### src/rtl/fsc_pkg.sv
`default_nettype none
// ----------------------------------------------------------------------------
// fsc_pkg
// Shared constants, opcodes, status codes, item types and the decoder of the
// stack machine core.
// ----------------------------------------------------------------------------
package fsc_pkg;

  localparam int WORD_BITS    = 64;
  localparam int CODE_BITS    = 16;
  localparam int DATA_DEPTH   = 32;
  localparam int RETURN_DEPTH = 32;
  localparam int DS_AW        = $clog2(DATA_DEPTH);
  localparam int RS_AW        = $clog2(RETURN_DEPTH);
  localparam int CNT_W        = 6;
  localparam int OP_W         = 6;
  localparam int OFF_W        = 24;
  localparam int LANE_BITS    = 3;

  // opcodes
  localparam logic [OP_W-1:0] OP_ADD   = 6'd0;
  localparam logic [OP_W-1:0] OP_SUB   = 6'd1;
  localparam logic [OP_W-1:0] OP_LSL   = 6'd2;
  localparam logic [OP_W-1:0] OP_LSR   = 6'd3;
  localparam logic [OP_W-1:0] OP_2SWAP = 6'd4;
  localparam logic [OP_W-1:0] OP_SWAP  = 6'd5;
  localparam logic [OP_W-1:0] OP_DROP  = 6'd6;
  localparam logic [OP_W-1:0] OP_2OVER = 6'd7;
  localparam logic [OP_W-1:0] OP_OVER  = 6'd8;
  localparam logic [OP_W-1:0] OP_DUP   = 6'd9;
  localparam logic [OP_W-1:0] OP_ROT   = 6'd10;
  localparam logic [OP_W-1:0] OP_NROT  = 6'd11;
  localparam logic [OP_W-1:0] OP_TA    = 6'd12;
  localparam logic [OP_W-1:0] OP_FA    = 6'd13;
  localparam logic [OP_W-1:0] OP_TB    = 6'd14;
  localparam logic [OP_W-1:0] OP_FB    = 6'd15;
  localparam logic [OP_W-1:0] OP_TR    = 6'd16;
  localparam logic [OP_W-1:0] OP_FR    = 6'd17;
  localparam logic [OP_W-1:0] OP_ZERO  = 6'd18;
  localparam logic [OP_W-1:0] OP_IMM8  = 6'd19;
  localparam logic [OP_W-1:0] OP_IMMW  = 6'd20;
  localparam logic [OP_W-1:0] OP_2LD   = 6'd21;
  localparam logic [OP_W-1:0] OP_LD    = 6'd22;
  localparam logic [OP_W-1:0] OP_BLD   = 6'd23;
  localparam logic [OP_W-1:0] OP_2ST   = 6'd24;
  localparam logic [OP_W-1:0] OP_ST    = 6'd25;
  localparam logic [OP_W-1:0] OP_BST   = 6'd26;
  localparam logic [OP_W-1:0] OP_GT    = 6'd27;
  localparam logic [OP_W-1:0] OP_LT    = 6'd28;
  localparam logic [OP_W-1:0] OP_EQ    = 6'd29;
  localparam logic [OP_W-1:0] OP_NE    = 6'd30;
  localparam logic [OP_W-1:0] OP_AND   = 6'd31;
  localparam logic [OP_W-1:0] OP_OR    = 6'd32;
  localparam logic [OP_W-1:0] OP_XOR   = 6'd33;
  localparam logic [OP_W-1:0] OP_NOT   = 6'd34;
  localparam logic [OP_W-1:0] OP_BGT   = 6'd35;
  localparam logic [OP_W-1:0] OP_BLT   = 6'd36;
  localparam logic [OP_W-1:0] OP_BZ    = 6'd37;
  localparam logic [OP_W-1:0] OP_BNZ   = 6'd38;
  localparam logic [OP_W-1:0] OP_B     = 6'd39;
  localparam logic [OP_W-1:0] OP_BL    = 6'd40;
  localparam logic [OP_W-1:0] OP_BNL   = 6'd41;
  localparam logic [OP_W-1:0] OP_RET   = 6'd42;

  // run status
  localparam logic [1:0] ST_RUN   = 2'd0;
  localparam logic [1:0] ST_HALT  = 2'd1;
  localparam logic [1:0] ST_BADOP = 2'd2;
  localparam logic [1:0] ST_FAULT = 2'd3;

  // classified instruction as queued between front and back
  typedef struct packed {
    logic [OP_W-1:0]      op;
    logic [WORD_BITS-1:0] imm;
    logic [OFF_W-1:0]     off;
    logic                 bad;     // undefined opcode
    logic [1:0]           need_d;  // data entries below top that must exist
    logic [1:0]           room_d;  // free data entries needed
    logic                 need_r;  // return entries that must exist
    logic                 room_r;  // free return entries needed
    logic [1:0]           nrd;     // stack/memory read steps
  } dec_t;

  // result of one instruction
  typedef struct packed {
    logic [1:0]           status;
    logic [CNT_W-1:0]     depth;
    logic [WORD_BITS-1:0] top;
    logic [CODE_BITS-1:0] pc;
  } res_t;

  function automatic dec_t decode(input logic [OP_W-1:0] op,
                                  input logic [WORD_BITS-1:0] imm,
                                  input logic [OFF_W-1:0] off);
    dec_t d;
    d = '0;
    d.op  = op;
    d.imm = imm;
    d.off = off;
    case (op)
      OP_ADD, OP_SUB, OP_LSL, OP_LSR, OP_SWAP, OP_DROP, OP_TA, OP_TB,
      OP_GT, OP_LT, OP_EQ, OP_NE, OP_AND, OP_OR, OP_XOR,
      OP_BGT, OP_BLT, OP_BZ, OP_BNZ: begin
        d.need_d = 2'd1;
        d.nrd    = 2'd1;
      end
      OP_OVER: begin
        d.need_d = 2'd1;
        d.room_d = 2'd1;
        d.nrd    = 2'd1;
      end
      OP_TR: begin
        d.need_d = 2'd1;
        d.room_r = 1'b1;
        d.nrd    = 2'd1;
      end
      OP_2SWAP, OP_2ST: begin
        d.need_d = 2'd3;
        d.nrd    = 2'd3;
      end
      OP_2OVER: begin
        d.need_d = 2'd3;
        d.room_d = 2'd2;
        d.nrd    = 2'd3;
      end
      OP_ROT, OP_NROT, OP_ST, OP_BST: begin
        d.need_d = 2'd2;
        d.nrd    = 2'd2;
      end
      OP_DUP, OP_FA, OP_FB, OP_ZERO, OP_IMM8, OP_IMMW: begin
        d.room_d = 2'd1;
      end
      OP_FR: begin
        d.room_d = 2'd1;
        d.need_r = 1'b1;
        d.nrd    = 2'd1;
      end
      OP_2LD: begin
        d.room_d = 2'd1;
        d.nrd    = 2'd2;
      end
      OP_LD, OP_BLD, OP_RET: begin
        d.nrd = 2'd1;
      end
      OP_BL: begin
        d.room_r = 1'b1;
      end
      OP_NOT, OP_B, OP_BNL: begin
        d.nrd = 2'd0;
      end
      default: begin
        d.bad = 1'b1;
      end
    endcase
    return d;
  endfunction

endpackage
`default_nettype wire

### src/rtl/fsc_front.sv
`default_nettype none
// ----------------------------------------------------------------------------
// fsc_front
// Input side: accepts instruction transfers, classifies them and holds them
// in a two-entry queue for the execution unit.
// ----------------------------------------------------------------------------
module fsc_front
  import fsc_pkg::*;
(
  input  wire logic        clk,
  input  wire logic        rst_n,
  input  wire logic        in_tvalid,
  output logic             in_tready,
  input  wire logic [5:0]  in_tuser,   // action
  input  wire logic [87:0] in_tdata,   // immediate[63:0], branch_offset[87:64]
  output logic             q_valid,
  output dec_t             q_item,
  input  wire logic        q_pop
);

  dec_t       fifo_r [2];
  logic       wptr_r, wptr_nxt;
  logic       rptr_r, rptr_nxt;
  logic [1:0] cnt_r, cnt_nxt;
  logic       push;

  assign in_tready = (cnt_r != 2'd2);
  assign push      = in_tvalid && in_tready;
  assign q_valid   = (cnt_r != 2'd0);
  assign q_item    = fifo_r[rptr_r];

  // pointer and fill bookkeeping
  always_comb begin
    wptr_nxt = push  ? ~wptr_r : wptr_r;
    rptr_nxt = q_pop ? ~rptr_r : rptr_r;
    cnt_nxt  = cnt_r + {1'b0, push} - {1'b0, q_pop};
  end

  always_ff @(posedge clk) begin
    if (!rst_n) begin
      wptr_r <= 1'b0;
      rptr_r <= 1'b0;
      cnt_r  <= 2'd0;
    end else begin
      wptr_r <= wptr_nxt;
      rptr_r <= rptr_nxt;
      cnt_r  <= cnt_nxt;
    end
  end

  // classify on entry
  always_ff @(posedge clk) begin
    if (push) begin
      fifo_r[wptr_r] <= decode(in_tuser, in_tdata[63:0], in_tdata[87:64]);
    end
  end

endmodule
`default_nettype wire

### config.mk
export PLATFORM = sky130hd
export DESIGN_NAME = fsc_front
export DESIGN_NICKNAME = d
export VERILOG_FILES = /design/src/rtl/fsc_pkg.sv /design/src/rtl/fsc_front.sv
export SDC_FILE = /design/constraint.sdc
export NUM_CORES = 1
export LEC_CHECK = 0
export BUFFER_PORTS_ARGS = -buffer_cell sky130_fd_sc_hd__buf_2
export CORE_MARGIN = 2
export CORE_UTILIZATION = 55
export CTS_BUF_LIST = sky130_fd_sc_hd__clkbuf_4
export CTS_CLUSTER_DIAMETER = 200
export DETAILED_ROUTE_END_ITERATION = 12
export PLACE_DENSITY = 0.82
export RECOVER_POWER = 100
export SLEW_MARGIN = 20
export SYNTH_ARGS = -nofsm -noshare
export SYNTH_HDL_FRONTEND = slang
export SYNTH_SLANG_ARGS = --single-unit
### constraint.sdc
create_clock -name clk -period 4.86 [get_ports clk]
set_input_delay 0.243 -clock clk [delete_from_list [all_inputs] [get_ports clk]]
set_output_delay 0.243 -clock clk [all_outputs]
set_load 0.02 [all_outputs]
After elaboration in Yosys (flattened, before gate mapping)
Memories as Yosys holds them, arrays and structs flattened. A register that Yosys moved wholly into a read port is not among the register bits.
Index checks and enable logic that the tools add are counted.
Widths: inputs -> output; s select.
Cells by class
  add/subtract/negate cells: 2
  multipliers: 0
  divide/modulo/power cells: 0
  $lt $le $gt $ge: 0
  equality and inequality tests: 43
  shifts and indexed selects: 0
  multiplexer cells: 16
  bitwise operators: 2
  reduce and logical (&&, ||, !) cells: 11
Operators by type and width (number)
  $eq 6x5->1 const B: 16
  $eq 6x6->1 const B: 11
  $eq 6x4->1 const B: 8
  $reduce_or 43->1: 1
  $reduce_or 25->1: 1
  $eq 6x3->1 const B: 4
  $reduce_or 21->1: 1
  $eq 6x2->1 const B: 2
  $pmux 2 s3: 2
  $mux 1: 10
  $reduce_or 9->1: 1
  $eq 6x1->1 const B: 1
  $logic_not 6->1: 1
  $mux 2: 3
  $reduce_or 5->1: 1
  $pmux 2 s2: 1
  $reduce_or 4->1: 1
  $reduce_or 3->1: 1
  $add 2x1->2: 1
  $ne 2x2->1 const B: 1
  $not 1->1: 2
  $reduce_bool 2->1: 1
  $reduce_or 2->1: 1
  $sub 2x1->2: 1
  $logic_and 1x1->1: 1
Storage, ports and cells
  bits in registers: 4
  bits in latches: 0
  RAM bits: 206
  bits in read-only memories: 0
  input port bits: 98
  output and inout bits: 105
  memories kept: 1
Memory list
  fifo_r: depth 2, bits a word 103, read ports 1, clocked after Yosys merged registers in 1, wr ports 1, line fsc_front.sv:21  | dec_t fifo_r [2];

Logic depth before layout (Yosys ltp)
Gate-level depths: netlist of run 1.
  depth after elaboration: 4
  depth in mapped cells: 8
  gate-level depth less buffers: 8

Worst setup path before layout of run 1
Ideal clock, no wire load.
  path type: flip-flop to flip-flop
  start: reg cnt_r[0]
  end: mem fifo_r[1][0] (netlist name), enable pin
  arrival time: 3.096 ns
  setup slack: 1.289 ns
  cell stages (with the launch flop): 3
  path buffers: 0
  clock period less this slack: 3.571 ns
  path through: dfxtp_1 -> nand2b_1 -> and3_1
Between the ends
  longest elaborated chain between the ends: 4
Ends and longest elaborated chain
  start: declaration: line fsc_front.sv:24  | logic [1:0] cnt_r, cnt_nxt;
  start signal: assignment: line fsc_front.sv:47  | cnt_r <= cnt_nxt;
  $ne 2x2->1: line fsc_front.sv:27  | assign in_tready = (cnt_r != 2'd2);
  named net in_tready: line fsc_front.sv:13  | output logic in_tready,
  $logic_and 1x1->1: line fsc_front.sv:28  | assign push = in_tvalid && in_tready;
  $mux 1: line fsc_front.sv:53  | if (push) begin
  $mux 1 (implied by the code): line fsc_front.sv:54  | fifo_r[wptr_r] <= decode(in_tuser, in_tdata[63:0], in_tdata[87:64]);
  end: declaration: line fsc_front.sv:21
The timed path passes the listed nets, and every way through them passes these cells.

Worst setup path in the final report of run 1
  start: reg cnt_r[0]
  end: mem fifo_r[1][10] (netlist name), enable pin
Between the ends
  longest elaborated chain between the ends: 4
Ends and longest elaborated chain (line)
  $ne 2x2->1: fsc_front.sv:27
  $logic_and 1x1->1: fsc_front.sv:28
  $mux 1: fsc_front.sv:53
  $mux 1 (implied by the code): fsc_front.sv:54
No other way between the ends.

==> results of run 1 <==
kinds of logic (layout without fill, tap and decap cells):
family / Yosys count / after routing / synth area share (%)
xor gates and xnor gates: 5 / 5 / 0.539
and+or+nand+nor: 41 / 41 / 3.16
adders and majority gates: 2 / 2 / 0.308
muxes: 104 / 104 / 14.4
DFF: 211 / 211 / 77.4
AOI/OAI and AO/OA: 20 / 20 / 1.92
buffers and inverters: 25 / 395 / 2.31
placed cells by master (no fill, tap or decap), types with 3 or more instances in the layout:
master / synthesis / final
xnor2_1: 3 / 3
clkbuf_1: 0 / 167
nor2_1: 6 / 6
clkinv_1: 0 / 15
nand2_1: 4 / 4
nor3_1: 4 / 4
inv_1: 5 / 4
clkbuf_4: 0 / 73
buf_2: 6 / 33
o21ai_0: 4 / 4
nand2b_1: 3 / 3
dfxtp_1: 5 / 4
dlygate4sd3_1: 0 / 94
a21oi_1: 4 / 4
nand3b_1: 3 / 3
mux2_2: 103 / 92
edfxtp_1: 206 / 206
clkbuf_2: 0 / 5
mux2_1: 0 / 11
per-stage QoR:
step / hold slack (ns) / utilization [%]
after floorplan: 0.342 / -
after global placement: 0.432 / 63.8
after detailed placement: 0.434 / 63.8
after global routing: 0.245 / 73.3
after CTS: 0.00714 / 74.9
final: 0.256 / 73.3
metal layers:
metal / routed length [um] / vias to the layer above / track usage, %
met5: 0 / - / 0
li1: - / 2306 / -
met1: 6330 / 2390 / 24.7
met3: 1290 / 39 / 6.29
met4: 432 / 0 / 7.97
met2: 9080 / 216 / 38.6
worst max path at each step:
stage                                to  slack [ns]
after global placement       q_item[89]        2.53
after CTS                    q_item[89]        1.82
final                     fifo_r[1][10]        1.35
after floorplan            fifo_r[1][0]        1.29
after detailed placement   fifo_r[1][3]        2.45
after global routing      fifo_r[1][10]        1.02
sequential cells by signal, summed over array words and instances, names as in the netlist, named ones only:
name    flops
cnt_r       2
rptr_r      1
wptr_r      1
fifo_r    206
final cells by class:
cell class                 instances  share of cell area, %
clock buffer                      73                   5.16
clock inverter                    18                   1.14
inverter                           5                  0.200
multi-input combinational        172                   15.5
sequential                       211                   59.2
tap                              184                   2.17
timing repair buffer             299                   16.6
power by group through the flow:
stage / Combinational [mW] / Sequential, mW / Clock [mW]
finish: 0.856 / 2.37 / 1.46
floorplan: 0.588 / 2.38 / 0
detailed placement: 0.841 / 2.40 / 0
global placement: 0.825 / 2.38 / 0
CTS: 0.907 / 2.36 / 1.49
global route: 0.914 / 2.39 / 1.60
==> results.toml, run 1 <==
[power_and_ir_drop]
ir_drop_mv = 0.402
swShare_pct = 27.6
p_switching_mw = 1.29
leakagePower_nw = 3.70
clkPwrFrac_pct = 31.2
power_frac_seq_pct = 50.5
power_mw = 4.68
p_int_mw = 3.39
p_per_area_nw_per_um2 = 441
combPwrFrac_pct = 18.3

[clock_tree]
cts_buffers = 51
cts_max_path_buffers = 3
postCtsSetupRepairBufs = 0
cts-root-buf = "clkbuf_4"
htree_levels = 2
ctsHoldBuffers = 94
cts_tree = "yes"
cts_resized = 0
clock_latency_ns = 0.61
path_clk_slew_ns = 0.06
clock_sinks = 211

[worst_setup_path]
r2r-end = "fifo_r[1][10]"
r2r_start = "cnt_r[0]"
reg2reg_depth = 3
worst_ep_arrival_time_ns = 3.68
crit_fanout = 65
crit_chain = "nand2b_1 > and3_4 > clkbuf_1"
crit_buf_inv = 1
critPathKind = "flip-flop to flip-flop"
cpPeakStageDelay_ns = 1.66
end_kind = "flip-flop"
regToRegSetupSlack_ns = 1.35
critPathRequiredTime_ns = 5.03
critical-path-top-delay-family = "buffers and inverters"
start_kind = "flip-flop"
critPathLaunch = "cnt_r[0]"
cp_num_cells = 3
cp_slowest_cell = "clkbuf_1"

[min_path]
hold_end = "fifo_r[0][102]"
min_path_type = "primary input to flip-flop"
holdPathStages = 1
hp-start = "in_tuser[5]"

[yosys]
synth_area_leaders = "edfxtp_1, mux2_2, buf_6"
async_reset_ff_share_pct = 0
yosysUniqueCellTypes = 41
synthTopCellsByCount = "edfxtp_1, mux2_2, buf_6"
ys_seq_area_share_pct = 77.4
avgSynthCellArea_um2 = 19.9
yosys.cell_count.top_type = "edfxtp_1"
syn-num-nets = 508
synth_largest_area_cell = "edfxtp_1"
synth_edf_count = 206
synth_area_um2 = 8130
synth_seq_cells = 211
synth_top_area_share_pct = 76.1
yosysWarnings = 0
synth_cells = 408
synthFlopType = "edfxtp_1"

[sta]
fin_skew_ns = 0.0216
hold_viol_final = 0
rsz0062_at_grt = "no"
fmax_ghz = 0.285
finalSetupViolCount = 0
slew_viol_final = 69
post-route-min-period_ns = 3.51
tightestPinTransition_ns = 2.23
slew_headroom_pct = -48.7
period_share_pct = 72.2
finalSetupTns_ns = 0
setup_slack_ns = 1.35

[finish]
finalNetCount = 840
seqCellArea_um2 = 6290
diodes = 0
multi_input_area_um2 = 1650
fin_area_um2 = 10600
drive_gt1_share_pct = 27.9
syn_to_final_growth_pct = 30.7
finalNonFillerCells = 962
fillers = 952

[die]
initial_utilization_pct = 56.1
dieWidth_um = 126
ios = 203
die_area_um2 = 15800
design.core.area_um2 = 14500
rows = 44
die_h_um = 126

[detailed_routing]
routed_wl_um = 17100
routedWlPerCell_um = 17.8
viasPerCell = 5.15
drt_iter0_markers = 282
drt.antenna.violating_nets = 0
vias = 4951
drc = 0
detail_route.first_pass.iterations = 5

[place]
postPlaceCellArea_um2 = 9230
dp_slack_ns = 2.45
dpl.hpwl_um = 9860
gp_congestion = 0.782
numPlacedInstances = 777
port_buffers = 202

[global_route]
grt_pass1_vias = 5266
grtUsageTotal_pct = 21.6
antenna_found_initial = 0
grt_pass1_wl_um = 26400
grt_max_degree = 77
overflow = 0

[run]
maxCapViolCount = 2

[status]
violations = "max-capacitance violations, max-slew violations"
outcome = "complete, but fails checks"
(Power assumes the default switching activity.)
==> inputs of run 2 (changes only) <==
--- a/config.mk
+++ b/config.mk
@@ -5,13 +5,14 @@
 export SDC_FILE = /design/constraint.sdc
 export NUM_CORES = 1
 export LEC_CHECK = 0
+export ABC_AREA = 1
 export BUFFER_PORTS_ARGS = -buffer_cell sky130_fd_sc_hd__buf_2
 export CORE_MARGIN = 2
-export CORE_UTILIZATION = 55
+export CORE_UTILIZATION = 50
 export CTS_BUF_LIST = sky130_fd_sc_hd__clkbuf_4
 export CTS_CLUSTER_DIAMETER = 200
 export DETAILED_ROUTE_END_ITERATION = 12
-export PLACE_DENSITY = 0.82
+export PLACE_DENSITY = 0.79
 export RECOVER_POWER = 100
 export SLEW_MARGIN = 20
 export SYNTH_ARGS = -nofsm -noshare
==> constraint.sdc (replaced) <==
create_clock -name clk -period 2.86 [get_ports clk]
set_input_delay 0.143 -clock clk [delete_from_list [all_inputs] [get_ports clk]]
set_output_delay 0.143 -clock clk [all_outputs]
set_load 0.02 [all_outputs]
==> results.toml, run 2 <==
[status]
outcome = "finished clean"

[sta]
tightestPinTransition_ns = 1.47
fin_skew_ns = 0.0240
hold_slack_ns = 0.263
slew_headroom_pct = 1.93
hold_viol_final = 0
finalSetupViolCount = 0
fmax_ghz = 0.434
post-route-min-period_ns = 2.31
rsz0062_at_grt = "no"
setup_slack_ns = 0.554
slew_viol_final = 0
period_share_pct = 80.6

[power_and_ir_drop]
ir_drop_mv = 0.443
p_int_mw = 5.39
swShare_pct = 26.9
clkPwrFrac_pct = 31.4
power_mw = 7.37
p_switching_mw = 1.98
p_per_area_nw_per_um2 = 686
power_frac_seq_pct = 52.1
leakagePower_nw = 3.87
combPwrFrac_pct = 16.5

[die]
dieWidth_um = 131
rows = 46
die_area_um2 = 17200
design.core.area_um2 = 15800
die_h_um = 131
initial_utilization_pct = 51.1
ios = 203

[detailed_routing]
routed_wl_um = 17400
detail_route.first_pass.iterations = 4
drc = 0
drt_iter0_markers = 236
viasPerCell = 4.90
drt.antenna.violating_nets = 0
vias = 5153
routedWlPerCell_um = 16.5

[finish]
final_cell_mix = "edfxtp_1, clkbuf_1, mux2_2"
regMostFlops = "fifo_r"
fin_area_um2 = 10700
finalNetCount = 897
final_common_cell = "edfxtp_1"
largest_reg_flops = 206
syn_to_final_growth_pct = 32.8
reg_top3 = "fifo_r: 206 flops, cnt_r: 2 flops"
fin_util_pct = 67.9
drive_gt1_share_pct = 27.4

[yosys]
synth_edf_count = 206
synth_seq_cells = 211
synth_cells = 449
syn-num-nets = 549
yosys.cell_count.top_type = "edfxtp_1"
yosysWarnings = 0
avgSynthCellArea_um2 = 18.0
synth_area_um2 = 8090
ys_seq_area_share_pct = 77.7
synthTopCellsByCount = "edfxtp_1, mux2_2, nand2_1"
synth_largest_area_cell = "edfxtp_1"
async_reset_ff_share_pct = 0
synthFlopType = "edfxtp_1"
yosysUniqueCellTypes = 27
synth_area_leaders = "edfxtp_1, mux2_2, nand2_1"
synth_top_area_share_pct = 76.4

[place]
gp_congestion = 1.01
port_buffers = 202
dp_slack_ns = 1.06
postPlaceCellArea_um2 = 9390
dpl.hpwl_um = 10200

[worst_setup_path]
start_kind = "flip-flop"
critPathRequiredTime_ns = 2.72
crit_fanout = 27
critPathKind = "flip-flop to primary output"
end_kind = "primary output"
worst_ep_arrival_time_ns = 2.16

[clock_tree]
cts_buffers = 52
cts_max_path_buffers = 3
clock_sinks = 211
clock_latency_ns = 0.61
path_clk_slew_ns = 0.07
htree_levels = 2
cts_tree = "yes"
postCtsSetupRepairBufs = 0
cts-root-buf = "clkbuf_4"

[global_route]
overflow = 0
grtUsageTotal_pct = 20.1
grt_pass1_vias = 5644
antenna_found_initial = 1
grt_max_degree = 57
grt_pass1_wl_um = 27600

[min_path]
min_path_type = "primary input to flip-flop"

[run]
maxCapViolCount = 0
## run 2: cell types whose count changed in the layout (fill, tap and decap cells not counted), sizes merged, moves of 3 or more
cell	before	now
clkinv	16	20
and3	3	0
nand2b	3	0
nor3b	3	0
dlygate4sd3	94	97
nand2	4	41
a221oi	3	0
nand3	2	13
nor2	7	30
clkbuf	245	249
inv	5	18
## run 2: power groups by stage
| stage | combinational [mW] | clock [mW] | sequential [mW] |
|---|---|---|---|
| floorplan | 0.777 | 0 | 3.88 |
| global placement | 1.15 | 0 | 3.88 |
| detailed placement | 1.18 | 0 | 3.90 |
| CTS | 1.29 | 2.39 | 3.83 |
| global route | 1.30 | 2.55 | 3.86 |
| finish | 1.22 | 2.32 | 3.84 |
## run 2: final timing paths
path | depth (start not counted) | slack, ns | end | startpoint
worst max-delay path | 3 | 0.55 | q_item[81] | flip-flop
worst min-delay path | 2 | 0.26 | fifo_r[0][38] | in_tdata[5]
worst max register to register | 5 | 0.57 | fifo_r[1][66] | cnt_r[0]
worst min register to register | 2 | 0.53 | rptr_r | rptr_r
## run 2: metrics by stage
step | TNS (ns) | instances
floorplan | -202.05 | 449
global placement | 0 | 862
detailed placement | 0 | 862
CTS | 0 | 1051
global route | 0 | 1051
finish | 0 | 1052
## run 2: cells by family after synthesis
| kind of cell | synth area share (%) |
|---|---|
| compound gates | 0.572 |
| xor+xnor | 0.217 |
| fa+ha+maj | 0.309 |
| buf+inv | 1.61 |
| flops | 77.7 |
| mux | 14.3 |
| simple gates | 5.27 |
## run 2: area by class of cell
type                    instances  area, um^2
flip-flops and latches        211        6290
fillers                      1187        5080
repair buffers                305        1820
multi-input cells             207        1670
clock buffers                  74         556
well taps                     216         270
inverters                      20        75.1
clock inverters                18        70.1
diodes                          1        2.50
## run 2: timing repair
| action | 4_1_cts | 5_1_grt |
|---|---|---|
| hold buffers | 97 | 0 |
| resized for setup | 0 | 0 |
| hold endpoints to repair | 193 | 0 |
## run 2: layer usage
metal	track usage [%]	routed length [um]
met4	9.48	433
met2	37.0	9360
met1	21.3	6500
met3	5.75	1110
met5	0	0
## run 2: critical path, stage by stage (launching register included)
cell and delay, ns:
dfxtp_4 0.58, buf_4 0.41, mux2_2 0.39, clkbuf_1 0.18
